**config.mk**
```make
export PLATFORM = sky130hd
export DESIGN_NAME = smat_mem
export DESIGN_NICKNAME = d
export VERILOG_FILES = /design/src/rtl/smat_pkg.sv /design/src/rtl/smat_mem.sv
export SDC_FILE = /design/constraint.sdc
export NUM_CORES = 2
export LEC_CHECK = 0
export BUFFER_PORTS_ARGS = -buffer_cell sky130_fd_sc_hd__buf_2
export CAP_MARGIN = 40
export CORE_MARGIN = 5
export CORE_UTILIZATION = 45
export DETAILED_ROUTE_END_ITERATION = 8
export MAX_ROUTING_LAYER = met4
export SLEW_MARGIN = 10
export SYNTH_ARGS = -nofsm -noshare
export SYNTH_HDL_FRONTEND = slang
export SYNTH_SLANG_ARGS = --single-unit
```
**constraint.sdc**
```tcl
create_clock -name i_clk -period 9.9 [get_ports i_clk]
set_clock_uncertainty 0.1 [all_clocks]
set_input_delay 1.485 -clock i_clk [delete_from_list [all_inputs] [get_ports i_clk]]
set_output_delay 1.485 -clock i_clk [all_outputs]
set_load 0.02 [all_outputs]
```
**src/rtl/smat_pkg.sv**
```systemverilog
// Shared types and constants for the small matrix add, multiply and transpose unit.
package smat_pkg;

    localparam int          DATA_W     = 32;
    localparam int          IDX_W      = 3;
    localparam int          SIZE_W     = 4;
    localparam int          PADDR_W    = 3;
    localparam int          PDATA_W    = 32;
    localparam logic [SIZE_W-1:0] SIZE_RESET = 4'd8;
    localparam logic        CFG_SIZE   = 1'b0;

    typedef enum logic [2:0] {
        F_LOAD_A  = 3'd0,
        F_LOAD_B  = 3'd1,
        F_ADD     = 3'd2,
        F_MUL     = 3'd3,
        F_TRANS_A = 3'd4,
        F_TRANS_B = 3'd5
    } t_func;

    typedef enum logic [1:0] {
        S_IDLE  = 2'd0,
        S_ISSUE = 2'd1,
        S_WAIT  = 2'd2
    } t_seq_state;

    typedef struct packed {
        logic  valid;
        logic  first;
        logic  lastk;
        t_func op;
    } t_iss;

    typedef struct packed {
        logic [IDX_W-1:0] row;
        logic [IDX_W-1:0] col;
        logic             last;
    } t_pos;

endpackage

```
**src/rtl/smat_mem.sv**
```systemverilog
// Single-port-write, single-port-read matrix store with registered read data.
module smat_mem #(
    parameter int DEPTH = 64,
    parameter int AW    = 6
) (
    input  logic                          i_clk,
    input  logic                          i_we,
    input  logic [AW-1:0]                 i_waddr,
    input  logic [smat_pkg::DATA_W-1:0]   i_wdata,
    input  logic [AW-1:0]                 i_raddr,
    output logic [smat_pkg::DATA_W-1:0]   o_rdata
);

    logic [smat_pkg::DATA_W-1:0] r_mem [DEPTH];
    logic [smat_pkg::DATA_W-1:0] r_rdata;

    always_ff @(posedge i_clk) begin
        if (i_we) begin
            r_mem[i_waddr] <= i_wdata;
        end
        r_rdata <= r_mem[i_raddr];
    end

    assign o_rdata = r_rdata;

endmodule

```
* After elaboration in Yosys (flattened, before gate mapping)
Memory sizes are Yosys's and may differ from the RTL's. A register that Yosys moved wholly into a read port is not among the register bits.
Cells that the tools add are included.
** Storage, ports and cells
- Register bits :: 0
- RAM bits :: 2048
- Input bits :: 46
- Output and inout port bits :: 32
- Word-level logic and storage cells :: 3
- Memories kept :: 1
** Memory list
- r_mem :: depth 64, bits a word 32, read ports 1, clocked after memory_dff 1, write ports 1, RTL line smat_mem.sv:14 : logic [smat_pkg::DATA_W-1:0] r_mem [DEPTH];
** Cells by class
- Mux-type cells :: 2
** Operators by type and width (number)
- $mux 1 :: 2

* Longest topological paths before layout
- Word-level depth :: 2
- Gate-level depth with buffers :: 10
- Gate-level depth less buffers :: 5

* Worst setup path before layout
No wires, ideal clock.
- Path kind :: input-to-reg
- Start point :: in i_waddr[3]
- End point :: mem r_mem[48][0] in the netlist's numbering, enable pin
- Arrival time :: 4184 ps
- Slack :: 5155 ps
- Stages :: 4
- Cell sequence :: clkbuf_1 -> nor2b_1 -> nand4b_1 -> nor3_1
** RTL lines
- start, declared :: RTL line smat_mem.sv:8 : input logic [AW-1:0] i_waddr,
- end, declared :: RTL line smat_mem.sv:14
No word-level cell before the write port.

==> impl_metrics.py <==
metrics = {
    "cells_and_area": {
        "fill_cells": 13400,
        "mostFrequentLayoutCell": "edfxtp_1",
        "nets": 3608,
        "post-route-util_pct": 51.6,
        "drive_gt1_share_pct": 30.0,
        "area_growth_pct": 14.0,
        "fin_area_um2": 89500,
        "layout_common_cells": "edfxtp_1 (2048), mux4_2 (544), clkbuf_16 (209)",
    },
    "critical_path": {
        "critical_path_class": "input pin to flip-flop",
        "crit_path_end": "o_rdata[9]",
        "reg2reg_to": "o_rdata[10]",
        "cp.required_ps": 10460,
        "cpMostUsedCell": "nor2_1",
        "cp_data_arrival_time_ps": 5130,
        "cp-startpoint": "i_raddr[0]",
        "crit_chain": "buf_8 > buf_12 > buf_4 > mux4_2 > o22ai_1 > nor2_1 > a21oi_1 > nor2_1",
        "cpPeakStageDelay_ps": 640,
        "slowest_stage": "buf_4",
        "endpoint_kind": "flip-flop",
        "reg2reg_from": "r_mem[15][10]",
        "start_kind": "input pin",
        "worstSetupPathDepth": 8,
        "worst-path-max-fanout": 78,
        "crit_buf_inv": 3,
        "critical_path.top_delay_family": "buffers and inverters",
        "ff2ff_path_depth": 4,
        "r2r_slack_ps": 7580,
    },
    "placed_design": {
        "gp_congestion": 0.758,
        "place_ws_ps": 4390,
        "place_area_um2": 83000,
        "dp_hpwl_mm": 106,
        "port_buffers": 77,
    },
    "floorplanning": {
        "num_io_pins": 78,
        "core-area_um2": 174000,
        "die_y_um": 428,
        "start_util_pct": 45.2,
        "rows": 153,
        "die_w_um": 428,
        "die_area_um2": 183000,
    },
    "timing": {
        "worst_pin_slew_ps": 942,
        "setup_violations": 0,
        "fin_tns_setup_ps": 0,
        "post-route-period-util_pct": 46.1,
        "slew_viol_final": 0,
        "timing.final.ws_setup_ps": 5340,
        "min_period_ps": 4560,
        "slew_headroom_pct": 37.2,
        "rsz0062_at_grt": "no",
        "finalHoldViolations": 0,
        "fmax_ghz": 0.219,
    },
    "pwr": {
        "ir_drop_v": 0.000162,
        "pwr_density_cell_nw_per_um2": 204,
        "p_total_mw": 18.2,
        "p_leak_nw": 27.8,
    },
    "routing": {
        "drt_pass1_iterations": 5,
        "drt_iter0_drc": 4630,
        "finalWirelength_mm": 201,
        "drc": 0,
        "vias": 36700,
        "wl_per_cell_um": 33.2,
        "ant_nets": 0,
        "vias_per_cell": 6.05,
    },
    "worst_hold_path": {
        "min_from": "r_mem[13][4]",
        "min_path_type": "flip-flop to flip-flop",
    },
    "status": {
        "status": "complete, no violations",
    },
    "synth": {
        "syn_area_um2": 78500,
        "synth-seq-cells": 2080,
        "yosysWarnings": 0,
        "ys_seq_area_share_pct": 79.1,
        "syn_inst": 3324,
        "synthDistinctLibCells": 34,
        "syn_nets": 3370,
        "syn_area_per_cell_um2": 23.6,
    },
    "cts": {
        "h-tree-depth": 4,
        "clockBufferDepth": 3,
        "numCtsBuffers": 205,
        "post_cts_buffers": 0,
        "clock_latency_ps": 840,
        "postCtsHoldBufs": 0,
        "clkTransAtPathRegs_ps": 60,
        "cts-root-buf": "clkbuf_16",
        "cts_tree": "yes",
        "cts.sinks": 2080,
        "ctsResizeCount": 0,
    },
    "job": {
        "cap_violations": 0,
    },
    "global_route": {
        "track_usage_pct": 22.8,
        "grt.overflow.total": 0,
        "grt_pass1_wl_mm": 285,
        "grt_antenna_before_repair": 12,
        "grt_max_degree": 112,
        "grt_pass1_vias": 37100,
    },
}
-- state kept, by name, summed over array words and instances (netlist names) --
name	flops
o_rdata	32
r_mem	2048
-- metrics by stage --
stage	hold WS [ps]	cells
after global placement	662	5645
after floorplan	563	3324
after global routing	770	6064
after detailed placement	674	5679
after CTS	690	6060
final	676	6065
-- layer usage --
metal | GRT usage [%] | vias to the layer above | routed length (um)
li1 | - | 14800 | -
met1 | 32.3 | 20000 | 84500
met2 | 35.4 | 1590 | 97600
met3 | 3.86 | 279 | 15000
met4 | 5.15 | 0 | 4170
met5 | - | - | 0
-- tightest hold or removal path, cell delays in order, from the launching register on --
cell and delay [ps]:
edfxtp_1 320, mux2i_1 60, nand2_1 60, a311oi_1 130
nor3_1 160
-- area by class of cell --
cell class              count  area (um^2)  share of cell area (%)
flip-flops and latches   2080        62100                    69.4
diodes                      4         10.0                  0.0112
clock inverters           116          992                    1.11
repair buffers            213         1970                    2.20
clock buffers             265         5550                    6.20
multi-input cells        1062        16000                    17.8
well taps                2325         2910                    3.25
-- power by group --
group / switching [mW] / leakage (nW) / internal [mW]
sequential: 0.0442 / 18.7 / 9.75
combinational: 0.549 / 5.88 / 0.340
clock: 3.27 / 3.22 / 4.29
total: 3.86 / 27.8 / 14.4
-- cells in the mapped netlist, drive strengths merged --
| cell | instances | area share (%) |
|---|---|---|
| edfxtp | 2048 | 78 |
| mux4 | 544 | 16 |
| nor2 | 137 | 0.65 |
| buf | 108 | 0.77 |
| mux2i | 93 | 1.2 |
| o22ai | 84 | 0.67 |
| clkbuf | 74 | 0.35 |
| a21oi | 62 | 0.40 |
| dfxtp | 32 | 0.82 |
| o221ai | 27 | 0.30 |
| nand2 | 26 | 0.12 |
| nor2b | 15 | 0.12 |
| a22oi | 12 | 0.11 |
| a311oi | 8 | 0.089 |
| nand2b | 8 | 0.064 |
| nor3 | 7 | 0.045 |
| nand3 | 5 | 0.032 |
| nand3b | 5 | 0.048 |
| or3b | 5 | 0.056 |
| a41o | 4 | 0.051 |
| and3 | 4 | 0.032 |
| o32ai | 4 | 0.045 |
| or2 | 3 | 0.024 |
| or3 | 3 | 0.024 |
| and2 | 2 | 0.016 |
| nand4 | 2 | 0.016 |
| a31oi | 1 | 0.0080 |
| nand4b | 1 | 0.011 |
-- logic make-up (layout without fill, tap and decap cells) --
family,Yosys count,count (layout),share of synthesized area (%)
other,0,4,0
multiplexers,637,637,16.8
flip-flops,2080,2080,79.1
AND/OR/NAND/NOR,223,223,1.27
AO/OA/AOI/OAI,202,202,1.67
buffers and inverters,182,594,1.13
-- how the worst min path moves through the flow --
stage,to,slack (ps),cells past startpoint
final,o_rdata[4],680,4
after global routing,o_rdata[4],770,4
after CTS,o_rdata[4],690,4
after detailed placement,o_rdata[4],670,4
after global placement,o_rdata[4],660,4
after floorplan,o_rdata[17],560,4
Note: power is estimated with default switching activity, not from simulation.
