<file path="src/rtl/smat_pkg.sv">
// Shared types and constants for the small matrix add, multiply and transpose unit.
package smat_pkg;

    localparam int          DATA_W     = 32;
    localparam int          IDX_W      = 3;
    localparam int          SIZE_W     = 4;
    localparam int          PADDR_W    = 3;
    localparam int          PDATA_W    = 32;
    localparam logic [SIZE_W-1:0] SIZE_RESET = 4'd8;
    localparam logic        CFG_SIZE   = 1'b0;

    typedef enum logic [2:0] {
        F_LOAD_A  = 3'd0,
        F_LOAD_B  = 3'd1,
        F_ADD     = 3'd2,
        F_MUL     = 3'd3,
        F_TRANS_A = 3'd4,
        F_TRANS_B = 3'd5
    } t_func;

    typedef enum logic [1:0] {
        S_IDLE  = 2'd0,
        S_ISSUE = 2'd1,
        S_WAIT  = 2'd2
    } t_seq_state;

    typedef struct packed {
        logic  valid;
        logic  first;
        logic  lastk;
        t_func op;
    } t_iss;

    typedef struct packed {
        logic [IDX_W-1:0] row;
        logic [IDX_W-1:0] col;
        logic             last;
    } t_pos;

endpackage

</file>
<file path="src/rtl/smat_seq.sv">
// Sequencer: accepts items, writes loads, walks result elements and issues memory reads.
module smat_seq #(
    parameter int MAX_DIM = 8,
    parameter int IW      = 3,
    parameter int AW      = 6
) (
    input  logic                          i_clk,
    input  logic                          i_rst_n,
    input  logic                          i_in_valid,
    input  logic [2:0]                    i_func,
    input  logic [smat_pkg::IDX_W-1:0]    i_row,
    input  logic [smat_pkg::IDX_W-1:0]    i_col,
    input  logic [smat_pkg::SIZE_W-1:0]   i_size,
    input  logic                          i_busy,
    output logic                          o_in_stall,
    output logic                          o_we_a,
    output logic                          o_we_b,
    output logic [AW-1:0]                 o_waddr,
    output logic [AW-1:0]                 o_raddr_a,
    output logic [AW-1:0]                 o_raddr_b,
    output smat_pkg::t_iss                o_iss,
    output smat_pkg::t_pos                o_pos
);

    smat_pkg::t_seq_state r_state, n_state;
    smat_pkg::t_func      r_op;
    logic [IW-1:0]        r_row, r_col, r_k, r_lim;

    smat_pkg::t_func      w_func;
    logic                 w_accept;
    logic                 w_is_op;
    logic                 w_in_range;
    logic [4:0]           w_dim;
    logic [IW-1:0]        w_lim;
    logic                 w_k_end;
    logic                 w_elem_end;

    function automatic logic [AW-1:0] f_cell(input logic [31:0] x, input logic [31:0] y);
        return AW'(x * MAX_DIM + y);
    endfunction

    assign w_func     = smat_pkg::t_func'(i_func);
    assign w_accept   = i_in_valid && (r_state == smat_pkg::S_IDLE);
    assign w_is_op    = (w_func == smat_pkg::F_ADD) || (w_func == smat_pkg::F_MUL) ||
                        (w_func == smat_pkg::F_TRANS_A) || (w_func == smat_pkg::F_TRANS_B);
    assign w_in_range = (32'(i_row) < MAX_DIM) && (32'(i_col) < MAX_DIM);
    assign w_k_end    = (r_op != smat_pkg::F_MUL) || (r_k == r_lim);
    assign w_elem_end = (r_row == r_lim) && (r_col == r_lim);
    assign w_lim      = IW'(w_dim - 5'd1);

    always_comb begin
        if (i_size == '0) begin
            w_dim = 5'd1;
        end else if ({1'b0, i_size} > 5'(MAX_DIM)) begin
            w_dim = 5'(MAX_DIM);
        end else begin
            w_dim = {1'b0, i_size};
        end
    end

    always_comb begin
        n_state = r_state;
        unique case (r_state)
            smat_pkg::S_IDLE: begin
                if (w_accept && w_is_op) begin
                    n_state = smat_pkg::S_ISSUE;
                end
            end
            smat_pkg::S_ISSUE: begin
                if (w_k_end) begin
                    n_state = smat_pkg::S_WAIT;
                end
            end
            smat_pkg::S_WAIT: begin
                if (!i_busy) begin
                    n_state = w_elem_end ? smat_pkg::S_IDLE : smat_pkg::S_ISSUE;
                end
            end
            default: n_state = smat_pkg::S_IDLE;
        endcase
    end

    always_comb begin
        o_in_stall = (r_state != smat_pkg::S_IDLE);
        o_we_a     = w_accept && (w_func == smat_pkg::F_LOAD_A) && w_in_range;
        o_we_b     = w_accept && (w_func == smat_pkg::F_LOAD_B) && w_in_range;
        o_waddr    = f_cell(32'(i_row), 32'(i_col));
        o_iss.valid = (r_state == smat_pkg::S_ISSUE);
        o_iss.first = (r_k == '0);
        o_iss.lastk = w_k_end;
        o_iss.op    = r_op;
        unique case (r_op)
            smat_pkg::F_MUL: begin
                o_raddr_a = f_cell(32'(r_row), 32'(r_k));
                o_raddr_b = f_cell(32'(r_k), 32'(r_col));
            end
            smat_pkg::F_TRANS_A, smat_pkg::F_TRANS_B: begin
                o_raddr_a = f_cell(32'(r_col), 32'(r_row));
                o_raddr_b = f_cell(32'(r_col), 32'(r_row));
            end
            default: begin
                o_raddr_a = f_cell(32'(r_row), 32'(r_col));
                o_raddr_b = f_cell(32'(r_row), 32'(r_col));
            end
        endcase
        o_pos.row  = smat_pkg::IDX_W'(r_row);
        o_pos.col  = smat_pkg::IDX_W'(r_col);
        o_pos.last = w_elem_end;
    end

    always_ff @(posedge i_clk) begin
        if (!i_rst_n) begin
            r_state <= smat_pkg::S_IDLE;
        end else begin
            r_state <= n_state;
        end
    end

    always_ff @(posedge i_clk) begin
        if (r_state == smat_pkg::S_IDLE && w_accept && w_is_op) begin
            r_op  <= w_func;
            r_row <= '0;
            r_col <= '0;
            r_k   <= '0;
            r_lim <= w_lim;
        end else if (r_state == smat_pkg::S_ISSUE && !w_k_end) begin
            r_k <= r_k + IW'(1);
        end else if (r_state == smat_pkg::S_WAIT && !i_busy && !w_elem_end) begin
            r_k <= '0;
            if (r_col == r_lim) begin
                r_col <= '0;
                r_row <= r_row + IW'(1);
            end else begin
                r_col <= r_col + IW'(1);
            end
        end
    end

endmodule

</file>
<file path="config.mk">
export PLATFORM = sky130hd
export DESIGN_NAME = smat_seq
export DESIGN_NICKNAME = d
export VERILOG_FILES = /design/src/rtl/smat_pkg.sv /design/src/rtl/smat_seq.sv
export SDC_FILE = /design/constraint.sdc
export NUM_CORES = 1
export LEC_CHECK = 0
export BUFFER_PORTS_ARGS = -buffer_cell sky130_fd_sc_hd__buf_4
export CAP_MARGIN = 20
export CORE_UTILIZATION = 45
export DETAILED_ROUTE_END_ITERATION = 8
export PLACE_DENSITY = 0.79
export RECOVER_POWER = 100
export SLEW_MARGIN = 10
export SYNTH_ARGS = -nofsm -noshare
export SYNTH_HDL_FRONTEND = slang
export SYNTH_SLANG_ARGS = --single-unit
</file>
<file path="constraint.sdc">
create_clock -name i_clk -period 5.6 [get_ports i_clk]
set_clock_uncertainty 0.15 [all_clocks]
set_input_delay 0.56 -clock i_clk [delete_from_list [all_inputs] [get_ports i_clk]]
set_output_delay 0.56 -clock i_clk [all_outputs]
set_load 0.1 [all_outputs]
</file>
### Word level (Yosys, flattened, before mapping)

Cells that the tools add are included.

* register bits after elaboration: 17
* word-level logic and storage cells: 73
* input port bits: 17

* add/subtract/negate cells: 9
* $lt $le $gt $ge: 1
* bitwise operators: 1
* equal/unequal tests: 17
* muxes and demuxes: 12
* reduce and logical (&&, ||, !) cells: 27

Operators with widths (count)
* 6-bit by 3-bit adder with 6-bit output: 5
* 6-bit case mux with 2 select lines: 2
* 3-bit two-way mux: 5
* 3-bit equality test (second input constant): 4
* 1-bit logical AND: 10
* 3-bit by 1-bit adder with 3-bit output (second input constant): 3
* 3-bit by 2-bit equality test with 1-bit output (second input constant): 3
* 3-bit equality test: 3
* 3-bit zero test: 2
* 2-bit two-way mux: 3
* 2-bit case mux with 3 select lines: 1
* 3-bit AND reduction: 2
* 4-bit > comparator (second input constant): 1
* 4-bit zero test: 1
* 1-bit logical OR: 4
* 2-bit by 1-bit != test with 1-bit output (second input constant): 2
* 2-bit nonzero test: 2
* 3-bit by 1-bit equality test with 1-bit output (second input constant): 1
* 1-bit zero test: 3
* 3-bit by 2-bit != test with 1-bit output (second input constant): 1
* 3-bit by 1-bit subtractor with 3-bit output (second input constant): 1
* 2-bit by 1-bit equality test with 1-bit output (second input constant): 1
* 2-bit equality test (second input constant): 1
* 2-bit zero test: 1
* other kinds (5): 5

### Longest topological paths before layout

Gate-level depths: netlist of the first run.

* depth in word-level cells: 7
* gate-level depth with buffers: 5
* mapped depth without buffers: 5

### Least setup slack after synthesis of the first run

No wires, ideal clock.

* path kind: register to output
* start point: register r_op[2]
* end point: output port o_raddr_a[0]
* data arrival time: 2.962 ns
* stages on the path, launching flop included: 4
* required time: 4.890 ns
* path slack: 1.928 ns
* cell sequence: edfxtp_1 > nand2b_1 > mux2i_1 > a21oi_1

* longest elaborated chain between the ends: 3
* elaborated cells on any way between the ends: 5
* classes of those cells: eq/ne: 3; mux: 1; reduce/logical: 1

Ends and longest elaborated chain
* start: declaration: line smat_seq.sv:26 `smat_pkg::t_func r_op;`
* start signal: assignment: line smat_seq.sv:121 `r_op <= w_func;`
* 3-bit equality test: line smat_seq.sv:92 `unique case (r_op)`
* 2-bit OR reduction
* 6-bit case mux with 2 select lines *: line smat_seq.sv:92
* end: declaration: line smat_seq.sv:19 `output logic [AW-1:0] o_raddr_a,`

Every way passes the cells marked *; elsewhere a longest branch is shown, timed or not.

==> results.cfg, run 1 <==
[sta]
fmax_mhz = 282
finalMaxSlewViolations = 0
slew_headroom_pct = 20.8
fin_crit_ns = 3.55
finalSetupViolCount = 0
rsz0062_at_grt = false
worst_pin_slew_ns = 1.19
holdWs_ns = 0.343
fin_crit_sh_pct = 63.4
tns_ns = 0
hold_viol = 0
setup_slack_ns = 2.05

[flow_run]
maxCapViolCount = 0

[layout]
area_growth_pct = 12.1
diodes = 0
layout-drive-gt1-share_pct = 13.0
layout_commonest_cell = clkbuf_1
layout_common_cells = 32 x clkbuf_1, 11 x dfxtp_1, 9 x mux2_2, 9 x a21oi_1, 7 x xor2_1
layout.nets = 185

[critical_path]
worstSetupPathType = flop to output pin
worstPathArrival_ns = 2.84
critPathTopFamily = simple AND/OR/NAND/NOR gates
worstPathCellList = xor2_1 -> nor3_1 -> and2_1 -> clkbuf_1
timing.rr.start = r_lim[1]$_DFFE_PP_
cp_max_fo = 11
cpMaxStageDelayCell = clkbuf_1
max_stage_delay_ns = 0.86
crit_path_end_kind = output pin
ff2ff_path_depth = 4
reg2reg_to = r_state[0]$_SDFFE_PN0P_
r2r_slack_ns = 3.16
startpoint_type = flop
path_buf_inv = 1
worstPathRequired_ns = 4.89

[placed_design]
routabilityCongestion = 0.801
io_buffers = 38
dp_slack_ns = 2.97
dp_hpwl_um = 2190

[clock_tree]
cts-root-buf = clkbuf_4
ctsResizeCount = 0
post_cts_buffers = 0
clk_latency_ns = 0.29
clock_path_buffers = 2
clkTransAtPathRegs_ns = 0.11
ctsHoldBuffers = 0
h-tree-depth = 1
numCtsBuffers = 3
cts_tree = done
cts.sinks = 17

[die]
fp.dieH_um = 54.3
die_w_um = 54.3
io_pins = 51
core_area_um2 = 2520
initial_core_util_pct = 48.8
die-area_um2 = 2950
row_count = 18

[routing]
viasPerCell = 5.52
vias = 1060
wire_per_inst_um = 14.9
drt-pass1-iter-count = 4
wl_um = 2860
drt_iter0_drc = 11
drc = 0
drtAntennaViolNets = 0

[yosys]
synth_edf_count = 6
synth.distinct_cells = 38
synthTopCellsByArea = dfxtp_1 18%, edfxtp_1 15%, mux2_2 8.2%, buf_4 5.5%, ha_1 5.1%
synth_top_area_cell = dfxtp_1
yosysWarnings = 0
ys_seq_elements = 17
yosys_most_used_dff = dfxtp_1
postSynthCellCount = 133
syn-cell-area_um2 = 1230
synthArstFlopShare_pct = 0
ys_seq_area_share_pct = 32.6
synth_top_area_share_pct = 17.9
syn_avg_cell_area_um2 = 9.25
synth_fp_nets = 155

[pwr]
p_seq_share_pct = 43.2
netSwitchingFraction_pct = 44.8
power.leakage_nw = 0.528
peakVddDrop_uv = 218
pwr-share-clk_pct = 20.4
power.share.combinational_pct = 36.5
p_int_uw = 186
pwr_density_cell_nw_per_um2 = 245
p_switching_uw = 151

[global_route]
grt_usage_pct = 21.2
grt_pass1_vias = 983
antenna_found_initial = 0
grt_pass1_wl_um = 4330
grt_max_degree = 15
grt_overflow = 0

[min_path]
hold_path_depth = 2
min_to = r_state[0]$_SDFFE_PN0P_
hp-start = i_rst_n
hold_class = input pin to flop

[outcome]
status = finished, final reports clean
-- logic make-up (layout without fill, tap and decap cells) --
| family | Yosys count | after routing | synth area share, % |
|---|---|---|---|
| compound gates | 27 | 27 | 13.9 |
| xor+xnor | 12 | 12 | 8.55 |
| fa+ha+maj | 5 | 5 | 5.09 |
| buf+inv | 20 | 49 | 8.95 |
| flops | 17 | 17 | 32.6 |
| mux | 14 | 14 | 12.3 |
| simple gates | 38 | 38 | 18.6 |
-- synth_stat cells, drive strengths merged, types with 6 or more instances --
| library cell | count |
|---|---|
| dfxtp | 11 |
| a21oi | 9 |
| buf | 9 |
| mux2 | 9 |
| xor2 | 7 |
| edfxtp | 6 |
| inv | 6 |
-- how the worst max path moves through the flow --
stage	start	to	slack (ns)	cells after the start
after floorplan	r_op[2]$_DFFE_PP_	o_raddr_a[0]	1.93	3
after global placement	r_lim[1]$_DFFE_PP_	o_pos[0]	3.10	4
after detailed placement	r_lim[1]$_DFFE_PP_	o_pos[0]	2.97	4
after CTS	r_lim[1]$_DFFE_PP_	o_pos[0]	2.61	4
after global routing	r_lim[1]$_DFFE_PP_	o_pos[0]	1.90	4
final	r_lim[1]$_DFFE_PP_	o_pos[0]	2.05	4
-- stage by stage --
stage	power [mW]	area (um^2)	instances	utilization [%]
final	0.337	1380	192	54.7
after global routing	0.356	1380	192	54.7
after CTS	0.350	1500	192	59.4
after detailed placement	0.281	1470	188	58.2
after global placement	0.278	1470	188	58.2
after floorplan	0.272	1230	133	-
-- sequential cells by signal (all words and copies together), names as in the netlist --
| register | flops |
|---|---|
| r_col | 3 |
| r_k | 3 |
| r_lim | 3 |
| r_op | 3 |
| r_row | 3 |
| r_state | 2 |
-- per-layer routing --
layer / vias up / global-route usage [%] / wire (um)
li1: 535 / - / -
met1: 490 / 23.2 / 1270
met2: 33 / 39.0 / 1450
met3: 2 / 3.61 / 127
met4: 0 / 10.3 / 13
met5: - / 0 / 0
-- final cells by class --
type / count / area [um^2]
clock buffer: 3 / 22.5
clock inverter: 1 / 7.51
fill: 260 / 1140
inverter: 7 / 26.3
multi-input combinational: 96 / 719
sequential: 17 / 400
tap: 30 / 37.5
timing repair buffer: 38 / 165
-- power groups by stage --
stage,combinational (mW),sequential (mW),clock (mW)
floorplan,0.107,0.165,0
global placement,0.131,0.148,0
detailed placement,0.133,0.148,0
CTS,0.133,0.146,0.0709
global route,0.130,0.147,0.0789
finish,0.123,0.146,0.0687
Power figures use the tool's default switching activity.
==> run 2, diff against run 1 <==
--- a/config.mk
+++ b/config.mk
@@ -7,7 +7,7 @@
 export LEC_CHECK = 0
 export BUFFER_PORTS_ARGS = -buffer_cell sky130_fd_sc_hd__buf_4
 export CAP_MARGIN = 20
-export CORE_UTILIZATION = 45
+export CORE_UTILIZATION = 43
 export DETAILED_ROUTE_END_ITERATION = 8
 export PLACE_DENSITY = 0.79
 export RECOVER_POWER = 100
==> constraint.sdc (replaced) <==
create_clock -name i_clk -period 2.92 [get_ports i_clk]
set_clock_uncertainty 0.15 [all_clocks]
set_input_delay 0.292 -clock i_clk [delete_from_list [all_inputs] [get_ports i_clk]]
set_output_delay 0.292 -clock i_clk [all_outputs]
set_load 0.1 [all_outputs]
==> run 2 against run 1 <==
Net effect:
- critical path depth did not move
- worst hold slack got worse by 0.28 ns
- power rose by 94%
- count of clock-buffer cells in the layout rose by 1
- largest power group unchanged
- largest cell class unchanged
==> results.cfg, run 2 (synthesis results as in run 1) <==
[outcome]
status = finished, final reports clean

[global_route]
grt_max_degree = 15
grt_pass1_vias = 1139
grt_overflow = 0
grt_pass1_wl_um = 5010
antenna_found_initial = 0
grt_usage_pct = 20.9

[sta]
slew_headroom_pct = 22.1
finalMaxSlewViolations = 0
worst_pin_slew_ns = 1.17
rsz0062_at_grt = false
fin_crit_ns = 2.65
hold_viol = 0
fin_crit_sh_pct = 90.6
tns_ns = 0
fmax_mhz = 378
finalSetupViolCount = 0

[placed_design]
routabilityCongestion = 0.809
io_buffers = 38
placed_area_um2 = 1500
dp_hpwl_um = 2330

[pwr]
total_power_uw = 655
power.leakage_nw = 0.601
peakVddDrop_uv = 264
pwr_density_cell_nw_per_um2 = 458

[critical_path]
cp_max_fo = 9
worstPathArrival_ns = 2.20
r2r_slack_ns = 0.63
worstPathRequired_ns = 2.48
crit_path_end_kind = output pin
reg2reg_to = r_k[1]$_SDFFE_PP0P_
ff2ff_path_depth = 4
worstSetupPathType = flop to output pin
startpoint_type = flop
timing.rr.start = r_op[2]$_DFFE_PP_

[die]
initial_core_util_pct = 45.0
row_count = 19
die_w_um = 55.5
fp.dieH_um = 55.5
io_pins = 51
core_area_um2 = 2730
die-area_um2 = 3080

[clock_tree]
clk_latency_ns = 0.30
cts_tree = done
clkTransAtPathRegs_ns = 0.10
cts-root-buf = clkbuf_4
h-tree-depth = 1
numCtsBuffers = 3
post_cts_buffers = 0
clock_path_buffers = 2
ctsResizeCount = 0
cts.sinks = 17
ctsHoldBuffers = 0

[layout]
layout_common_cells = 17 x clkbuf_1, 16 x clkbuf_2, 11 x dfxtp_1
layout_commonest_cell = clkbuf_1
layout-drive-gt1-share_pct = 24.5
postLayoutCellArea_um2 = 1430
layout.nets = 186
area_growth_pct = 16.3
diodes = 0

[routing]
drt-pass1-iter-count = 4
viasPerCell = 5.62
drc = 0
wire_per_inst_um = 15.8
drt_iter0_drc = 13
vias = 1091
wl_um = 3060
drtAntennaViolNets = 0

[min_path]
hp-start = i_rst_n
hold_class = input pin to flop
min_to = r_state[0]$_SDFFE_PN0P_
hold_path_depth = 2

[flow_run]
maxCapViolCount = 0
[run 2: cell count changes in the layout (fill, tap and decap cells not counted), moves of 3 or more]
cell	delta
clkbuf_2	+16
clkbuf_1	-15
mux2_2	-4
mux2_4	+4
a21oi_1	-3
a21oi_2	+3
[run 2: worst max-delay path by stage]
stage,endpoint,startpoint,cells past startpoint,slack (ns)
5_1_grt,o_pos[0],r_col[0]$_SDFFE_PP0P_,4,0.18
3_5_place_dp,r_k[1]$_SDFFE_PP0P_,r_op[2]$_DFFE_PP_,4,0.67
6_report,o_raddr_b[4],r_op[1]$_DFFE_PP_,4,0.27
3_3_place_gp,r_k[1]$_SDFFE_PP0P_,r_op[2]$_DFFE_PP_,4,0.81
4_1_cts,o_raddr_b[4],r_op[1]$_DFFE_PP_,4,0.41
2_1_floorplan,o_raddr_b[4],r_op[1]$_DFFE_PP_,5,-0.11
[run 2: final cells by class]
class | instances | area (um^2)
well taps | 31 | 38.8
clock buffers | 4 | 26.3
multi-input cells | 96 | 746
flip-flops and latches | 17 | 400
inverters | 7 | 26.3
repair buffers | 39 | 193
fillers | 271 | 1300
[run 2: metrics by stage]
step,utilization (%),worst slack (ns),hold WS (ns),instances
finish,52.3,0.275,0.0640,194
floorplan,-,-0.110,0.241,133
detailed placement,55.0,0.670,0.341,190
CTS,56.0,0.405,0.0333,194
global route,52.3,0.182,0.0603,194
global placement,55.0,0.807,0.338,190
[run 2: worst max-delay path, stage by stage, from the launching register on]
cell and delay (ns):
edfxtp_1 0.55, nand2b_1 0.33, mux2_2 0.40, mux2_4 0.26, clkbuf_2 0.37
[run 2: where the power goes]
part	internal [mW]	switching (mW)
logic	0.0519	0.193
clock network	0.0533	0.0750
registers	0.259	0.0227
[run 2: layer usage]
layer,part of all wire (%),track usage (%)
met1,40,21.2
met2,52,39.1
met5,0,0
met3,5.0,3.98
met4,2.7,12.1
==> run 3, diff against run 2 <==
==> constraint.sdc (replaced) <==
create_clock -name i_clk -period 2.92 [get_ports i_clk]
set_clock_uncertainty 0.15 [all_clocks]
set_input_delay 0.292 -clock i_clk [delete_from_list [all_inputs] [get_ports i_clk]]
set_output_delay 0.292 -clock i_clk [all_outputs]
set_load 0.05 [all_outputs]
==> run 3 against run 2 <==
Net effect:
- count of clock-buffer cells in the layout is the same
- via count shrank 2.7%
- combinational power shrank 32%
- highest routed layer unchanged
- largest cell class unchanged
==> results.cfg, run 3 (synthesis results as in run 1) <==
[layout]
layout_commonest_cell = clkbuf_1
fill_cells = 276
layout-drive-gt1-share_pct = 14.1
postLayoutCellArea_um2 = 1400
layout.nets = 186
diodes = 0
layout_common_cells = 28 x clkbuf_1, 11 x buf_4, 11 x dfxtp_1
area_growth_pct = 14.0

[routing]
drtAntennaViolNets = 0
drt_iter0_drc = 45
wl_um = 2810
viasPerCell = 5.47
wire_per_inst_um = 14.5
vias = 1062
drc = 0
drt-pass1-iter-count = 4

[sta]
finalSetupViolCount = 0
hold_viol = 0
fmax_mhz = 399
slew_headroom_pct = 55.8
worst_pin_slew_ns = 0.659
fin_crit_ns = 2.51
tns_ns = 0
rsz0062_at_grt = false
finalMaxSlewViolations = 0
fin_crit_sh_pct = 85.9
setup_slack_ns = 0.412

[clock_tree]
ctsHoldBuffers = 0
post_cts_buffers = 0
clkTransAtPathRegs_ns = 0.11
cts-root-buf = clkbuf_4
cts.sinks = 17
h-tree-depth = 1
numCtsBuffers = 3
clk_latency_ns = 0.30
ctsResizeCount = 0
clock_path_buffers = 2
cts_tree = done

[critical_path]
cp_max_fo = 9
worstPathRequired_ns = 2.48
timing.rr.start = r_state[1]$_SDFFE_PN0P_
cpMaxStageDelayCell = edfxtp_1
r2r_slack_ns = 0.76
worstPathCellList = nand2b_1 -> mux2_1 -> mux2_2 -> clkbuf_1
startpoint_type = flop
reg2reg_to = r_row[2]$_SDFFE_PP0P_
max_stage_delay_ns = 0.51
worstPathArrival_ns = 2.07
path_buf_inv = 1
worstSetupPathType = flop to output pin
path_depth = 4
crit_path_end_kind = output pin
critPathTopFamily = multiplexers
ff2ff_path_depth = 4

[global_route]
grt_max_degree = 15
grt_pass1_vias = 1056
grt_pass1_wl_um = 4770
antenna_found_initial = 0
grt_usage_pct = 19.3
grt_overflow = 0

[flow_run]
maxCapViolCount = 0

[pwr]
pwr_density_cell_nw_per_um2 = 412
peakVddDrop_uv = 220
power.leakage_nw = 0.557

[placed_design]
placed_area_um2 = 1480
dp_hpwl_um = 2130
routabilityCongestion = 0.774
dp_slack_ns = 0.789
io_buffers = 38

[min_path]
hold_class = input pin to flop
hold_path_depth = 2
hp-start = i_rst_n
min_to = r_state[0]$_SDFFE_PN0P_

[die]
die-area_um2 = 3080
core_area_um2 = 2730
die_w_um = 55.5
fp.dieH_um = 55.5
initial_core_util_pct = 45.0
io_pins = 51
row_count = 19

[outcome]
status = finished, final reports clean
-- run 3: cell types whose count changed in the layout (fill, tap and decap cells not counted) --
cell	delta
a21oi_1	+3
mux2_4	-4
a21oi_2	-3
clkbuf_1	+11
and2_1	-1
clkbuf_2	-16
mux2_2	+1
clkbuf_4	+1
and2_0	+1
mux2_1	+3
buf_4	+4
-- run 3: through the flow --
step           utilization [%]  cells  hold slack [ns]  power [mW]
2_1_floorplan                -    133            0.241       0.434
3_3_place_gp              54.1    190            0.338       0.464
3_5_place_dp              54.1    190            0.340       0.469
4_1_cts                   55.0    194           0.0400       0.594
5_1_grt                   51.3    194           0.0815       0.599
6_report                  51.3    194           0.0652       0.579
-- run 3: cell type report --
class	instances	area (um^2)	area share (%)
multi-input cells	96	719	51.3
flip-flops and latches	17	400	28.5
repair buffers	39	191	13.6
well taps	31	38.8	2.77
clock buffers	4	26.3	1.87
inverters	7	26.3	1.87
-- run 3: worst max-delay path by stage --
stage,startpoint,to
final,r_op[1]$_DFFE_PP_,o_raddr_b[4]
after CTS,r_op[1]$_DFFE_PP_,o_raddr_b[4]
after floorplan,r_op[1]$_DFFE_PP_,o_raddr_b[3]
after detailed placement,i_busy,r_row[2]$_SDFFE_PP0P_
after global placement,i_busy,r_row[2]$_SDFFE_PP0P_
after global routing,r_op[1]$_DFFE_PP_,o_raddr_b[5]
-- run 3: report_power, final --
part	internal, mW	switching, mW	total (mW)
registers	0.259	0.0211	0.280
logic	0.0486	0.118	0.166
clock network	0.0532	0.0790	0.132
total	0.361	0.218	0.579
-- run 3: worst reg2reg max path, stage by stage (launching register included) --
cell and delay (ns):
dfxtp_1 0.40, or3b_1 0.40, or4_1 0.53, or4_1 0.44, a21oi_1 0.15
-- run 3: per-layer routing --
layer  wire [um]  vias to the layer above  track usage, %  part of all wire (%)
met4          85                        0            10.7                   3.0
li1            -                      530               -                     -
met3         132                        9            2.81                   4.7
met2        1380                       46            34.1                    49
met1        1210                      477            22.2                    43
met5           0                        -               0                     0
