File: config.mk
export PLATFORM = sky130hd
export DESIGN_NAME = smat_dp
export DESIGN_NICKNAME = d
export VERILOG_FILES = /design/src/rtl/smat_pkg.sv /design/src/rtl/smat_dp.sv
export SDC_FILE = /design/constraint.sdc
export NUM_CORES = 1
export LEC_CHECK = 0
export BUFFER_PORTS_ARGS = -buffer_cell sky130_fd_sc_hd__buf_2
export CAP_MARGIN = 5
export CORE_MARGIN = 10
export CORE_UTILIZATION = 55
export CTS_BUF_LIST = sky130_fd_sc_hd__clkbuf_2
export CTS_CLUSTER_DIAMETER = 30
export CTS_CLUSTER_SIZE = 8
export DETAILED_ROUTE_END_ITERATION = 8
export PLACE_DENSITY_LB_ADDON = 0.25
export SLEW_MARGIN = 15
export SYNTH_ARGS = -nofsm -noshare
export SYNTH_HDL_FRONTEND = slang
export SYNTH_SLANG_ARGS = --single-unit
File: constraint.sdc
create_clock -name i_clk -period 16.7 [get_ports i_clk]
set_input_delay 3.34 -clock i_clk [delete_from_list [all_inputs] [get_ports i_clk]]
set_output_delay 3.34 -clock i_clk [all_outputs]
set_load 0.01 [all_outputs]
File: src/rtl/smat_pkg.sv
// Shared types and constants for the small matrix add, multiply and transpose unit.
package smat_pkg;

    localparam int          DATA_W     = 32;
    localparam int          IDX_W      = 3;
    localparam int          SIZE_W     = 4;
    localparam int          PADDR_W    = 3;
    localparam int          PDATA_W    = 32;
    localparam logic [SIZE_W-1:0] SIZE_RESET = 4'd8;
    localparam logic        CFG_SIZE   = 1'b0;

    typedef enum logic [2:0] {
        F_LOAD_A  = 3'd0,
        F_LOAD_B  = 3'd1,
        F_ADD     = 3'd2,
        F_MUL     = 3'd3,
        F_TRANS_A = 3'd4,
        F_TRANS_B = 3'd5
    } t_func;

    typedef enum logic [1:0] {
        S_IDLE  = 2'd0,
        S_ISSUE = 2'd1,
        S_WAIT  = 2'd2
    } t_seq_state;

    typedef struct packed {
        logic  valid;
        logic  first;
        logic  lastk;
        t_func op;
    } t_iss;

    typedef struct packed {
        logic [IDX_W-1:0] row;
        logic [IDX_W-1:0] col;
        logic             last;
    } t_pos;

endpackage

File: src/rtl/smat_dp.sv
// Datapath: combines read data, accumulates terms and holds the output register.
module smat_dp (
    input  logic                               i_clk,
    input  logic                               i_rst_n,
    input  smat_pkg::t_iss                     i_iss,
    input  smat_pkg::t_pos                     i_pos,
    input  logic [smat_pkg::DATA_W-1:0]        i_rd_a,
    input  logic [smat_pkg::DATA_W-1:0]        i_rd_b,
    input  logic                               i_out_stall,
    output logic                               o_busy,
    output logic                               o_out_valid,
    output logic [smat_pkg::IDX_W-1:0]         o_out_row,
    output logic [smat_pkg::IDX_W-1:0]         o_out_col,
    output logic signed [smat_pkg::DATA_W-1:0] o_result,
    output logic                               o_last
);

    smat_pkg::t_iss               r_tag;
    logic                         r_t_valid, r_t_first, r_t_last;
    logic [smat_pkg::DATA_W-1:0]  r_term;
    logic [smat_pkg::DATA_W-1:0]  r_acc;
    logic                         r_acc_full;
    logic                         r_out_valid;
    logic [smat_pkg::IDX_W-1:0]   r_out_row, r_out_col;
    logic [smat_pkg::DATA_W-1:0]  r_out_result;
    logic                         r_out_last;

    logic [smat_pkg::DATA_W-1:0]  w_term;
    logic                         w_out_load;

    always_comb begin
        unique case (r_tag.op)
            smat_pkg::F_ADD:     w_term = i_rd_a + i_rd_b;
            smat_pkg::F_MUL:     w_term = i_rd_a * i_rd_b;
            smat_pkg::F_TRANS_A: w_term = i_rd_a;
            default:             w_term = i_rd_b;
        endcase
    end

    assign w_out_load = r_acc_full && (!r_out_valid || !i_out_stall);
    assign o_busy     = r_tag.valid || r_t_valid || r_acc_full;

    always_ff @(posedge i_clk) begin
        if (!i_rst_n) begin
            r_tag       <= '0;
            r_t_valid   <= 1'b0;
            r_acc_full  <= 1'b0;
            r_out_valid <= 1'b0;
        end else begin
            r_tag     <= i_iss;
            r_t_valid <= r_tag.valid;
            if (r_t_valid && r_t_last) begin
                r_acc_full <= 1'b1;
            end else if (w_out_load) begin
                r_acc_full <= 1'b0;
            end
            if (w_out_load) begin
                r_out_valid <= 1'b1;
            end else if (!i_out_stall) begin
                r_out_valid <= 1'b0;
            end
        end
    end

    always_ff @(posedge i_clk) begin
        r_t_first <= r_tag.first;
        r_t_last  <= r_tag.lastk;
        r_term    <= w_term;
        if (r_t_valid) begin
            r_acc <= r_t_first ? r_term : r_acc + r_term;
        end
        if (w_out_load) begin
            r_out_row    <= i_pos.row;
            r_out_col    <= i_pos.col;
            r_out_result <= r_acc;
            r_out_last   <= i_pos.last;
        end
    end

    assign o_out_valid = r_out_valid;
    assign o_out_row   = r_out_row;
    assign o_out_col   = r_out_col;
    assign o_result    = r_out_result;
    assign o_last      = r_out_last;

endmodule

* After elaboration in Yosys (flattened, before gate mapping) *
Index checks and enable logic that the tools add are counted.

cells by class
  multiplexer cells = 6
  equal/unequal tests = 4
  magnitude comparators = 0
  shifts and indexed selects = 0
  multipliers = 1
  bitwise logic cells = 0
  reduce and logical (&&, ||, !) cells = 8
  div/mod/pow operators = 0
  add/subtract/negate cells = 2

operator list
  cell                number
  $pmux 32 s3         1
  $add 32x32->32      2
  $mul 32x32->32      1
  $mux 32             1
  $eq 3x2->1 const B  2
  $mux 1              4
  $eq 3x3->1 const B  1
  $logic_or 1x1->1    3
  $logic_and 1x1->1   2
  $logic_not 1->1     2
  $ne 2x1->1 const B  1
  $reduce_bool 2->1   1

word-level totals
  bits in latches = 0
  logic and storage cells = 36
  memories = 0
  bits in read-only memories = 0
  bits in registers = 114
  memory bits (writable) = 0
  input bits = 80

* Logic depth before layout (Yosys ltp) *
Gate-level depths: netlist (run 1).

  depth after elaboration = 5
  depth in mapped cells = 28
  mapped depth without buffers = 26

* Worst setup path before layout (run 1) *
No wires, ideal clock.

  kind = input port to flip-flop
  from = input i_rd_a[13] (netlist name)
  to = register r_term[31] (netlist name)
  required time = 16583 ps
  path slack = 6807 ps
  cell stages on the path = 25
  buffers on the path = 2
  arrival = 9776 ps
  library setup time = 117 ps
  path through = clkbuf_1 clkbuf_1 nand2_1 fa_1 inv_1 fa_1 fa_1 inv_1 fa_1 inv_1 fa_1 fa_1 fa_1 fa_1 ha_1 a21o_1 a21o_1 a21o_1 a21oi_1 inv_1 a2111o_1 o2111ai_1 nand3_1 nor3b_1 o22a_1

between the ends
  word-level cells in the longest chain between the ends = 2
  elaborated cells between the ends (all ways) = 3

ends and longest elaborated chain
  element                                                  RTL line                      RTL
  start, declared                                          smat_dp.sv:7                  input logic [smat_pkg::DATA_W-1:0] i_rd_a,
  $mul 32x32->32 / $add 32x32->32 (equally long branches)  smat_dp.sv:34, smat_dp.sv:33
  $pmux 32 s3 *                                            smat_dp.sv:32                 unique case (r_tag.op)
  net w_term, one bit                                      smat_dp.sv:28                 logic [smat_pkg::DATA_W-1:0] w_term;
  end signal, assigned                                     smat_dp.sv:68                 r_term <= w_term;
  end, declared                                            smat_dp.sv:20                 logic [smat_pkg::DATA_W-1:0] r_term;

The timed path passes the listed nets; every way through them passes the cells marked *.
A chain may end at the register's enable or synchronous reset.

* Worst setup path in the final report (run 1) *
  from = input i_rd_b[3] (netlist name)
  to = register r_term[31] (netlist name)

between the ends
  word-level cells in the longest chain between the ends = 2
  elaborated cells between the ends (all ways) = 3

ends and longest elaborated chain
  element                                                  RTL line                      RTL
  start, declared                                          smat_dp.sv:8                  input logic [smat_pkg::DATA_W-1:0] i_rd_b,
  $mul 32x32->32 / $add 32x32->32 (equally long branches)  smat_dp.sv:34, smat_dp.sv:33
  $pmux 32 s3 *                                            smat_dp.sv:32
  net w_term, one bit                                      smat_dp.sv:28

Marked as above.

==> results of run 1 <==
-- through the flow --
stage          cell area (um^2)  util, %
3_5_place_dp              23780    57.98
4_1_cts                   24030    58.60
3_3_place_gp              23780    57.98
6_report                  24040    58.60
2_1_floorplan             22870        -
5_1_grt                   24030    58.60
-- kinds of logic (layout without fill, tap and decap cells) --
family / after synthesis / count (layout)
AND/OR/NAND/NOR: 762 / 762
adder cells (fa/ha/maj): 595 / 595
buffers and inverters: 519 / 564
AO/OA/AOI/OAI: 340 / 340
XOR/XNOR: 127 / 127
flip-flops: 114 / 114
multiplexers: 11 / 11
other: 0 / 1
-- layout by cell type (no fill, tap or decap), types with 17 or more instances in the layout --
| cell | instances |
|---|---|
| sky130_fd_sc_hd__clkbuf_2 | 19 |
| sky130_fd_sc_hd__dfxtp_1 | 43 |
| sky130_fd_sc_hd__inv_1 | 401 |
| sky130_fd_sc_hd__nand3_1 | 23 |
| sky130_fd_sc_hd__o21ai_0 | 56 |
| sky130_fd_sc_hd__edfxtp_1 | 71 |
| sky130_fd_sc_hd__a21oi_1 | 86 |
| sky130_fd_sc_hd__and2_1 | 312 |
| sky130_fd_sc_hd__a21o_1 | 44 |
| sky130_fd_sc_hd__buf_2 | 120 |
| sky130_fd_sc_hd__xor2_1 | 42 |
| sky130_fd_sc_hd__ha_1 | 185 |
| sky130_fd_sc_hd__nor2_1 | 51 |
| sky130_fd_sc_hd__xnor2_1 | 85 |
| sky130_fd_sc_hd__nand2_1 | 280 |
| sky130_fd_sc_hd__and3_1 | 17 |
| sky130_fd_sc_hd__fa_1 | 410 |
-- state kept, by name, indices dropped and copies added, names as in the netlist --
| name | count |
|---|---|
| o_out_row | 3 |
| o_out_valid | 1 |
| o_out_col | 3 |
| r_t_first | 1 |
| r_t_last | 1 |
| r_tag | 6 |
| r_acc_full | 1 |
| r_term | 32 |
| o_result | 32 |
| r_acc | 32 |
| r_t_valid | 1 |
| o_last | 1 |
-- layer usage --
metal / wire [um] / share of wire, % / track usage, % / vias to the layer above
met5: 71 / 0.10 / 0 / -
met3: 5309 / 7.8 / 5.618 / 197
li1: - / - / - / 7855
met4: 2990 / 4.4 / 10.64 / 14
met2: 32980 / 48 / 47.13 / 763
met1: 26880 / 39 / 34.43 / 9226
-- worst max path at each step --
stage / startpoint / to / slack (ns) / cells past startpoint
floorplan: i_rd_a[13] / r_term[31] / 6.81 / 25
global placement: i_rd_b[3] / r_term[31] / 6.25 / 23
detailed placement: i_rd_a[10] / r_term[31] / 6.11 / 25
CTS: i_rd_a[10] / r_term[31] / 6.89 / 25
global route: i_rd_b[2] / r_term[31] / 6.55 / 23
finish: i_rd_b[3] / r_term[31] / 6.84 / 23
-- worst max-delay path: stages --
cell and delay (ns):
sky130_fd_sc_hd__buf_2 0.59, sky130_fd_sc_hd__and2_1 0.25, sky130_fd_sc_hd__fa_1 0.42, sky130_fd_sc_hd__inv_1 0.08
sky130_fd_sc_hd__fa_1 0.44, sky130_fd_sc_hd__fa_1 0.49, sky130_fd_sc_hd__fa_1 0.55, sky130_fd_sc_hd__inv_1 0.05
sky130_fd_sc_hd__fa_1 0.48, sky130_fd_sc_hd__fa_1 0.57, sky130_fd_sc_hd__fa_1 0.43, sky130_fd_sc_hd__fa_1 0.44
sky130_fd_sc_hd__ha_1 0.37, sky130_fd_sc_hd__a21o_1 0.23, sky130_fd_sc_hd__a21o_1 0.18, sky130_fd_sc_hd__a21o_1 0.18
sky130_fd_sc_hd__a21oi_1 0.14, sky130_fd_sc_hd__inv_1 0.07, sky130_fd_sc_hd__a2111o_1 0.42, sky130_fd_sc_hd__o2111ai_1 0.28
sky130_fd_sc_hd__a21oi_1 0.11, sky130_fd_sc_hd__nor3b_1 0.21, sky130_fd_sc_hd__o22a_1 0.16
-- area by class of cell --
cell class,count,area [um^2]
antenna,1,2.502
clock buffer,19,95.09
clock inverter,13,157.7
fill,3652,16980
inverter,402,1509
multi-input combinational,1835,17940
sequential,114,2993
tap,532,665.6
timing repair buffer,130,675.6
==> impl_metrics.tcl, run 1 <==
set metrics [dict create \
    fin_hold_viols 0 \
    grt_antenna_before_repair 8 \
    dr_total_vias 18060 \
    worstRegToRegCells 13 \
    post_synth_and_or_nand_nor_area_fraction_pct 17.17 \
    worstHoldStart "r_tag[4]" \
    yosysUniqueCellTypes 72 \
    dominantRegCellSynth "sky130_fd_sc_hd__edfxtp_1" \
    start_util_pct 55.75 \
    drt-total-wl_um 68230 \
    synth.ff_latch_count 114 \
    finalSetupViolCount 0 \
    syn-instance-count 2468 \
    synth_warnings 0 \
    worst_slew_pin_slew_ns 1.056 \
    ratio_of_cells_with_drive_above_1_in_the_final_layout_pct 7.242 \
    tritoncts "done" \
    cts_num_sinks 114 \
    fin_tns_setup_ns 0 \
    die_area_um2 50140 \
    ys_async_sr_fraction_pct 0 \
    synth_seq_area_share_pct 13.09 \
    required_ns 17.36 \
    path_clk_slew_ns 0.21 \
    drt.antenna.violating_nets 0 \
    final.hold.worst_slack_ns 0.3484 \
    finish.cell_count_without_fillers 3046 \
    run_status "complete, no violations" \
    synthMostInstantiatedCell "sky130_fd_sc_hd__fa_1" \
    floorplan.io_pins 121 \
    chipWidth_um 223.9 \
    synth_top_family_by_area "adder cells" \
    setup.reg_to_reg.worst_slack_ns 13.07 \
    synth_top_cell_by_area "sky130_fd_sc_hd__fa_1" \
    crit_path_max_fanout 30 \
    whs_path_depth 0 \
    cts_buffer_depth 2 \
    finClkSkew_ns 0.04046 \
    first_global_vias 19390 \
    placeableCoreArea_um2 41020 \
    post_synth_instance_area_um2 22870 \
    root_buffer "sky130_fd_sc_hd__clkbuf_2" \
    setup.worst_path.end_class "flip-flop" \
    dp_cells 3013 \
    routabilityCongestion 0.9650 \
    drt_first_pass_iters 6 \
    period_share_pct 59.02 \
    unrepaired_setup_endpoints_after_global_routing "no" \
    worstReg2RegStart "r_term[0]" \
    holdCritPathClass "flip-flop to flip-flop" \
    fmax_mhz 101.5 \
    whs_endpoint "r_t_first" \
    post_synth_edffs 71 \
    maxCapViolCount 0 \
    criticalPathCategory "input port to flip-flop" \
    first_pass_grt_wire_length_um 108200 \
    startpoint_type "input port" \
    timing.final.crit_period_ns 9.857 \
    synth.net_count 3143 \
    maxSlewHeadroom_pct 29.36 \
    die_height_um 223.9 \
    grt_overflow_total 0 \
    areaGrowthSynthToFinish_pct 5.110 \
    cts.htree.levels 4 \
    finalMaxSlewViolations 0 \
    grt_resource_usage_total_pct 27.81 \
    place_worst_setup_slack_ns 6.108 \
    post_cts_resize_count 0 \
    detailed_place_hpwl_um 51350 \
    synth_fa_ha_area_share_pct 46.01 \
    syn_area_per_cell_um2 9.266 \
    synth.top_cells.by_count "sky130_fd_sc_hd__fa_1, sky130_fd_sc_hd__inv_1, sky130_fd_sc_hd__and2_1" \
    synth_top_cells_by_area "sky130_fd_sc_hd__fa_1, sky130_fd_sc_hd__ha_1, sky130_fd_sc_hd__edfxtp_1" \
    portBuffers 120 \
    route.detailed.wl_per_inst_um 22.40 \
    dr.first_iter.drc_count 1470 \
    cts-hold-fix-buffers 0 \
    worst-endpoint-arrival_ns 10.52 \
    tritoncts.num_buffers 17 \
    synth-compound-area-share_pct 9.848 \
    grt_max_degree 57 \
    routed_via_density 5.927 \
    cts_post_setup_buffers_inserted 0 \
    postLayoutSetupSlackWorst_ns 6.843 \
    r2r-end "r_acc[22]" \
    worst_skew_pair.late_latency_ns 0.69 \
    row_count 74 \
    layout.nets 3175 \
    yosys.area_share.xor_xnor_pct 4.864 \
    synth_top_cell_area_share_pct 35.89 \
    drc 0 \
    synth.mux.area_fraction_pct 0.4979 \
]
Power of run 1 is not shown: default switching activity piles up to over one toggle a cycle in this logic, so the estimate is an artifact.
==> inputs of run 2 (changes only) <==
ABC_AREA = 1   (was unset)
clock period = 8.5 ns   (was 16.7 ns; I/O delays follow)
==> run 2 against run 1 <==
Compared with the run above: via count rose by 23%; sequential cell count unchanged; core utilization up 1.6 points; global-route usage rose by 5.3 points; setup slack worse by 6.6 ns; register-to-register slack worse by 7.8 ns; synthesized area up 6.5%; synthesized cell count grew 33%; non-clock buffer count increased by 124; clock skew rose by 0.014 ns; highest routed layer unchanged.
==> impl_metrics.tcl, run 2 <==
set metrics [dict create \
    syn-instance-count 3274 \
    tritoncts.num_buffers 17 \
    synth_seq_area_share_pct 12.29 \
    synthMostInstantiatedCell "sky130_fd_sc_hd__nand2_1" \
    cts_post_setup_buffers_inserted 0 \
    routabilityCongestion 1.065 \
    grt_overflow_total 0 \
    worst_setup_ep "r_term[31]" \
    start_util_pct 55.31 \
    yosysUniqueCellTypes 50 \
    timing.final.crit_period_ns 8.214 \
    placeableCoreArea_um2 44030 \
    first_global_vias 22810 \
    post_cts_resize_count 0 \
    r2r-end "r_term[7]" \
    layout.nets 4097 \
    period_share_pct 96.63 \
    run_status "complete, no violations" \
    worstRegToRegCells 9 \
    mostFrequentLayoutCell "sky130_fd_sc_hd__nand2_1" \
    dr.first_iter.drc_count 2256 \
    fin_tns_setup_ns 0 \
    startpoint_type "input port" \
    synth_warnings 0 \
    areaGrowthSynthToFinish_pct 8.905 \
    portBuffers 120 \
    drc 0 \
    synth_top_cell_area_share_pct 33.71 \
    criticalPathCategory "input port to flip-flop" \
    finalSetupViolCount 0 \
    drt.antenna.violating_nets 0 \
    synth_top_cells_by_area "sky130_fd_sc_hd__fa_1, sky130_fd_sc_hd__nand2_1, sky130_fd_sc_hd__inv_1" \
    tritoncts "done" \
    unrepaired_setup_endpoints_after_global_routing "no" \
    finalMaxSlewViolations 0 \
    grt_antenna_before_repair 3 \
    maxSlewHeadroom_pct 22.48 \
    ys_async_sr_fraction_pct 0 \
    root_buffer "sky130_fd_sc_hd__clkbuf_2" \
    finClkSkew_ns 0.05423 \
    path_clk_slew_ns 0.19 \
    worst-endpoint-arrival_ns 8.87 \
    synth.top_cells.by_count "sky130_fd_sc_hd__nand2_1, sky130_fd_sc_hd__inv_1, sky130_fd_sc_hd__fa_1" \
    die_area_um2 53090 \
    detailed_place_hpwl_um 71830 \
    cts_num_sinks 114 \
    route.detailed.wl_per_inst_um 21.43 \
    grt_max_degree 42 \
    cts-hold-fix-buffers 0 \
    first_pass_grt_wire_length_um 133600 \
    drt-total-wl_um 86330 \
    synth.ff_latch_count 114 \
    row_count 77 \
    worst_skew_pair.late_latency_ns 0.80 \
    worst_slew_pin_slew_ns 1.160 \
    ratio_of_cells_with_drive_above_1_in_the_final_layout_pct 9.985 \
    routed_via_density 5.513 \
    cts.htree.levels 4 \
    cts_buffer_depth 2 \
    post_synth_instance_area_um2 24350 \
    fin_hold_viols 0 \
    timing.critical_path.from "i_rd_b[12]" \
    required_ns 9.16 \
    layout_common_cells "sky130_fd_sc_hd__nand2_1, sky130_fd_sc_hd__inv_1, sky130_fd_sc_hd__fa_1" \
    synth.net_count 3949 \
    crit_path_max_fanout 13 \
    setup.worst_path.end_class "flip-flop" \
    grt_resource_usage_total_pct 33.07 \
    setup.reg_to_reg.worst_slack_ns 5.28 \
    worstReg2RegStart "r_tag[2]" \
    dr_total_vias 22210 \
    chipWidth_um 230.4 \
    synth_top_cell_by_area "sky130_fd_sc_hd__fa_1" \
    maxCapViolCount 0 \
    syn_area_per_cell_um2 7.438 \
    fmax_mhz 121.7 \
    post_synth_edffs 71 \
    holdCritPathClass "flip-flop to flip-flop" \
    dominantRegCellSynth "sky130_fd_sc_hd__edfxtp_1" \
    die_height_um 230.4 \
    drt_first_pass_iters 6 \
    floorplan.io_pins 121 \
]
-- run 2: critical path, stage by stage --
cell                       delay, ns
sky130_fd_sc_hd__buf_2          0.47
sky130_fd_sc_hd__ha_1           0.52
sky130_fd_sc_hd__fa_1           0.48
sky130_fd_sc_hd__inv_1          0.08
sky130_fd_sc_hd__fa_1           0.46
sky130_fd_sc_hd__fa_1           0.49
sky130_fd_sc_hd__fa_1           0.55
sky130_fd_sc_hd__inv_1          0.06
sky130_fd_sc_hd__fa_1           0.58
sky130_fd_sc_hd__fa_1           0.44
sky130_fd_sc_hd__fa_1           0.51
sky130_fd_sc_hd__fa_1           0.41
sky130_fd_sc_hd__ha_1           0.33
sky130_fd_sc_hd__buf_4          0.15
sky130_fd_sc_hd__buf_4          0.13
sky130_fd_sc_hd__nand2_1        0.10
sky130_fd_sc_hd__o21ai_0        0.16
sky130_fd_sc_hd__a211oi_1       0.32
sky130_fd_sc_hd__o21ai_0        0.15
sky130_fd_sc_hd__nor2_1         0.42
sky130_fd_sc_hd__nand3_1        0.14
sky130_fd_sc_hd__nand3_1        0.11
sky130_fd_sc_hd__nand4_1        0.10
-- run 2: per-stage QoR --
stage               cell area [um^2]  hold WS, ns  cells  util (%)  setup WS [ns]
floorplan                      24350       0.3096   3274         -         0.5878
global placement               26260       0.3119   3995     59.64        -0.4098
detailed placement             26260       0.3200   3995     59.64        -0.3978
CTS                            26510       0.3532   4027     60.22         0.4338
global route                   26520       0.3565   4029     60.23         0.2200
finish                         26520       0.3498   4029     60.23         0.2861
-- run 2: metal layers --
| metal | GRT usage [%] | share of wire, % | up-vias |
|---|---|---|---|
| li1 | - | - | 10050 |
| met1 | 43.98 | 41 | 10830 |
| met2 | 51.82 | 45 | 1105 |
| met3 | 6.610 | 9.2 | 222 |
| met4 | 14.49 | 5.0 | 2 |
| met5 | 0 | 0.015 | - |
-- run 2: worst min path at each step --
stage                      endpoint  slack (ns)  depth (start not counted)      from
after CTS                 r_t_first        0.35                          0  r_tag[4]
after global routing      r_t_first        0.36                          0  r_tag[4]
final                     r_t_first        0.35                          0  r_tag[4]
after detailed placement  r_t_first        0.32                          0  r_tag[4]
after global placement     r_t_last        0.31                          0  r_tag[3]
after floorplan           r_t_first        0.31                          0  r_tag[4]
-- run 2: area by class of cell --
cell class,count,area [um^2]
clock inverter,15,172.7
multi-input combinational,2183,17660
antenna,2,5.005
sequential,114,2993
inverter,852,3198
fill,4179,17510
tap,592,740.7
timing repair buffer,254,1669
clock buffer,17,85.08
-- run 2: kinds of logic (layout without fill, tap and decap cells) --
| logic type | Yosys count | after routing | share of synthesized area [%] |
|---|---|---|---|
| other cells | 0 | 2 | 0 |
| compound gates | 317 | 317 | 7.466 |
| simple gates | 1251 | 1251 | 21.03 |
| flops | 114 | 114 | 12.29 |
| xor+xnor | 20 | 20 | 0.7194 |
| fa+ha+maj | 595 | 595 | 43.21 |
| buf+inv | 977 | 1138 | 15.29 |
Power of run 2 is left out for the same reason.
==> inputs of run 3 (changes only) <==
GPL_TIMING_DRIVEN = 1   (was unset)
clock period = 9.4 ns   (was 8.5 ns; I/O delays follow)
==> run 3 against run 2 <==
Compared with the run above: die area is the same; clock-buffer cell count unchanged; sequential cell count unchanged; hold slack worse by 0.0066 ns; final area down 2.7%; critical path depth is 5 higher; highest routed layer unchanged.
==> impl_metrics.tcl, run 3 (same netlist as run 2, synthesis figures left out) <==
set metrics [dict create \
    met2RoutedLength_um 38070 \
    cts_buffer_depth 2 \
    fin_tns_setup_ns 0 \
    portBuffers 120 \
    topRoutingLayerUsed "met5" \
    timing.final.crit_period_ns 8.756 \
    worst-endpoint-arrival_ns 9.31 \
    drt.antenna.violating_nets 0 \
    row_count 77 \
    wl_met3_um 7949 \
    first_pass_grt_wire_length_um 129200 \
    placeableCoreArea_um2 44030 \
    slowest_delay_ns 0.64 \
    first_global_vias 22560 \
    root_buffer "sky130_fd_sc_hd__clkbuf_2" \
    chipWidth_um 230.4 \
    finish.cell_count_without_fillers 3933 \
    fin_hold_viols 0 \
    maxCapViolCount 0 \
    dr_total_vias 21590 \
    layout_common_cells "sky130_fd_sc_hd__nand2_1, sky130_fd_sc_hd__inv_1, sky130_fd_sc_hd__fa_1" \
    worst_slew_pin_slew_ns 1.008 \
    dr.first_iter.drc_count 2009 \
    grt_resource_usage_total_pct 31.62 \
    path_clk_slew_ns 0.21 \
    cts.htree.levels 4 \
    cts-hold-fix-buffers 0 \
    met1_length_um 32590 \
    grt_antenna_before_repair 5 \
    post_cts_resize_count 0 \
    dp_cells 3897 \
    ratio_of_cells_with_drive_above_1_in_the_final_layout_pct 7.370 \
    period_share_pct 93.15 \
    setup.worst_path.end_class "flip-flop" \
    drt-total-wl_um 82250 \
    tritoncts.num_buffers 17 \
    cp_num_buf_inv 9 \
    startpoint_type "input port" \
    die_height_um 230.4 \
    drc 0 \
    tritoncts "done" \
    cts_post_setup_buffers_inserted 0 \
    criticalPathCategory "input port to flip-flop" \
    fillerInstances 4147 \
    cts_num_sinks 114 \
    unrepaired_setup_endpoints_after_global_routing "no" \
    mostFrequentLayoutCell "sky130_fd_sc_hd__nand2_1" \
    worst_skew_pair.late_latency_ns 0.71 \
    slowest_stage "sky130_fd_sc_hd__nor4_2" \
    finalMaxSlewViolations 0 \
    areaGrowthSynthToFinish_pct 5.914 \
    routabilityCongestion 1.008 \
    layout.nets 4000 \
    run_status "complete, no violations" \
    required_ns 9.95 \
    floorplan.io_pins 121 \
    die_area_um2 53090 \
    maxSlewHeadroom_pct 32.66 \
    drt_first_pass_iters 6 \
    grt_max_degree 42 \
    start_util_pct 55.31 \
    detailed_place_hpwl_um 65590 \
    holdCritPathClass "flip-flop to flip-flop" \
    grt_overflow_total 0 \
    cpLargestDelayFamily "adder cells" \
    route.detailed.wl_per_inst_um 20.91 \
    finClkSkew_ns 0.04664 \
    timing.critical_path.mode_cell "sky130_fd_sc_hd__fa_1" \
    finalSetupViolCount 0 \
    fmax_mhz 114.2 \
    routed_via_density 5.490 \
    crit_path_max_fanout 17 \
]
## run 3: per-layer routing
| metal | vias to the layer above | track usage [%] |
|---|---|---|
| met3 | 183 | 6.586 |
| li1 | 9854 | - |
| met5 | - | 0 |
| met4 | 2 | 12.35 |
| met2 | 1026 | 51.05 |
| met1 | 10530 | 41.15 |
## run 3: layout make-up
cell class | instances | area [um^2] | share of cell area, %
clock inverter | 15 | 195.2 | 0.7568
sequential | 114 | 2993 | 11.60
tap | 592 | 740.7 | 2.872
antenna | 3 | 7.507 | 0.02911
clock buffer | 17 | 85.08 | 0.3299
multi-input combinational | 2183 | 17660 | 68.46
timing repair buffer | 157 | 915.9 | 3.551
inverter | 852 | 3198 | 12.40
## run 3: worst paths after layout
path / from / to / slack [ns] / cells after the start
worst max-delay path: i_rd_b[8] / r_term[26] / 0.64 / 28
worst min-delay path: r_tag[3] / r_t_last / 0.34 / 0
worst max register to register: r_tag[2] / r_term[21] / 6.15 / 8
worst min register to register: r_tag[3] / r_t_last / 0.34 / 0
## run 3: stage by stage
step | hold WS (ns) | instance area, um^2 | utilization, % | worst slack [ns]
after global placement | 0.3096 | 25480 | 57.88 | 0.1213
after detailed placement | 0.3153 | 25480 | 57.88 | 0.1130
after global routing | 0.3433 | 25790 | 58.57 | 0.4884
final | 0.3432 | 25790 | 58.58 | 0.6437
after floorplan | 0.3096 | 24350 | - | 1.308
after CTS | 0.3506 | 25760 | 58.52 | 0.8370
Power of run 3 is left out for the same reason.
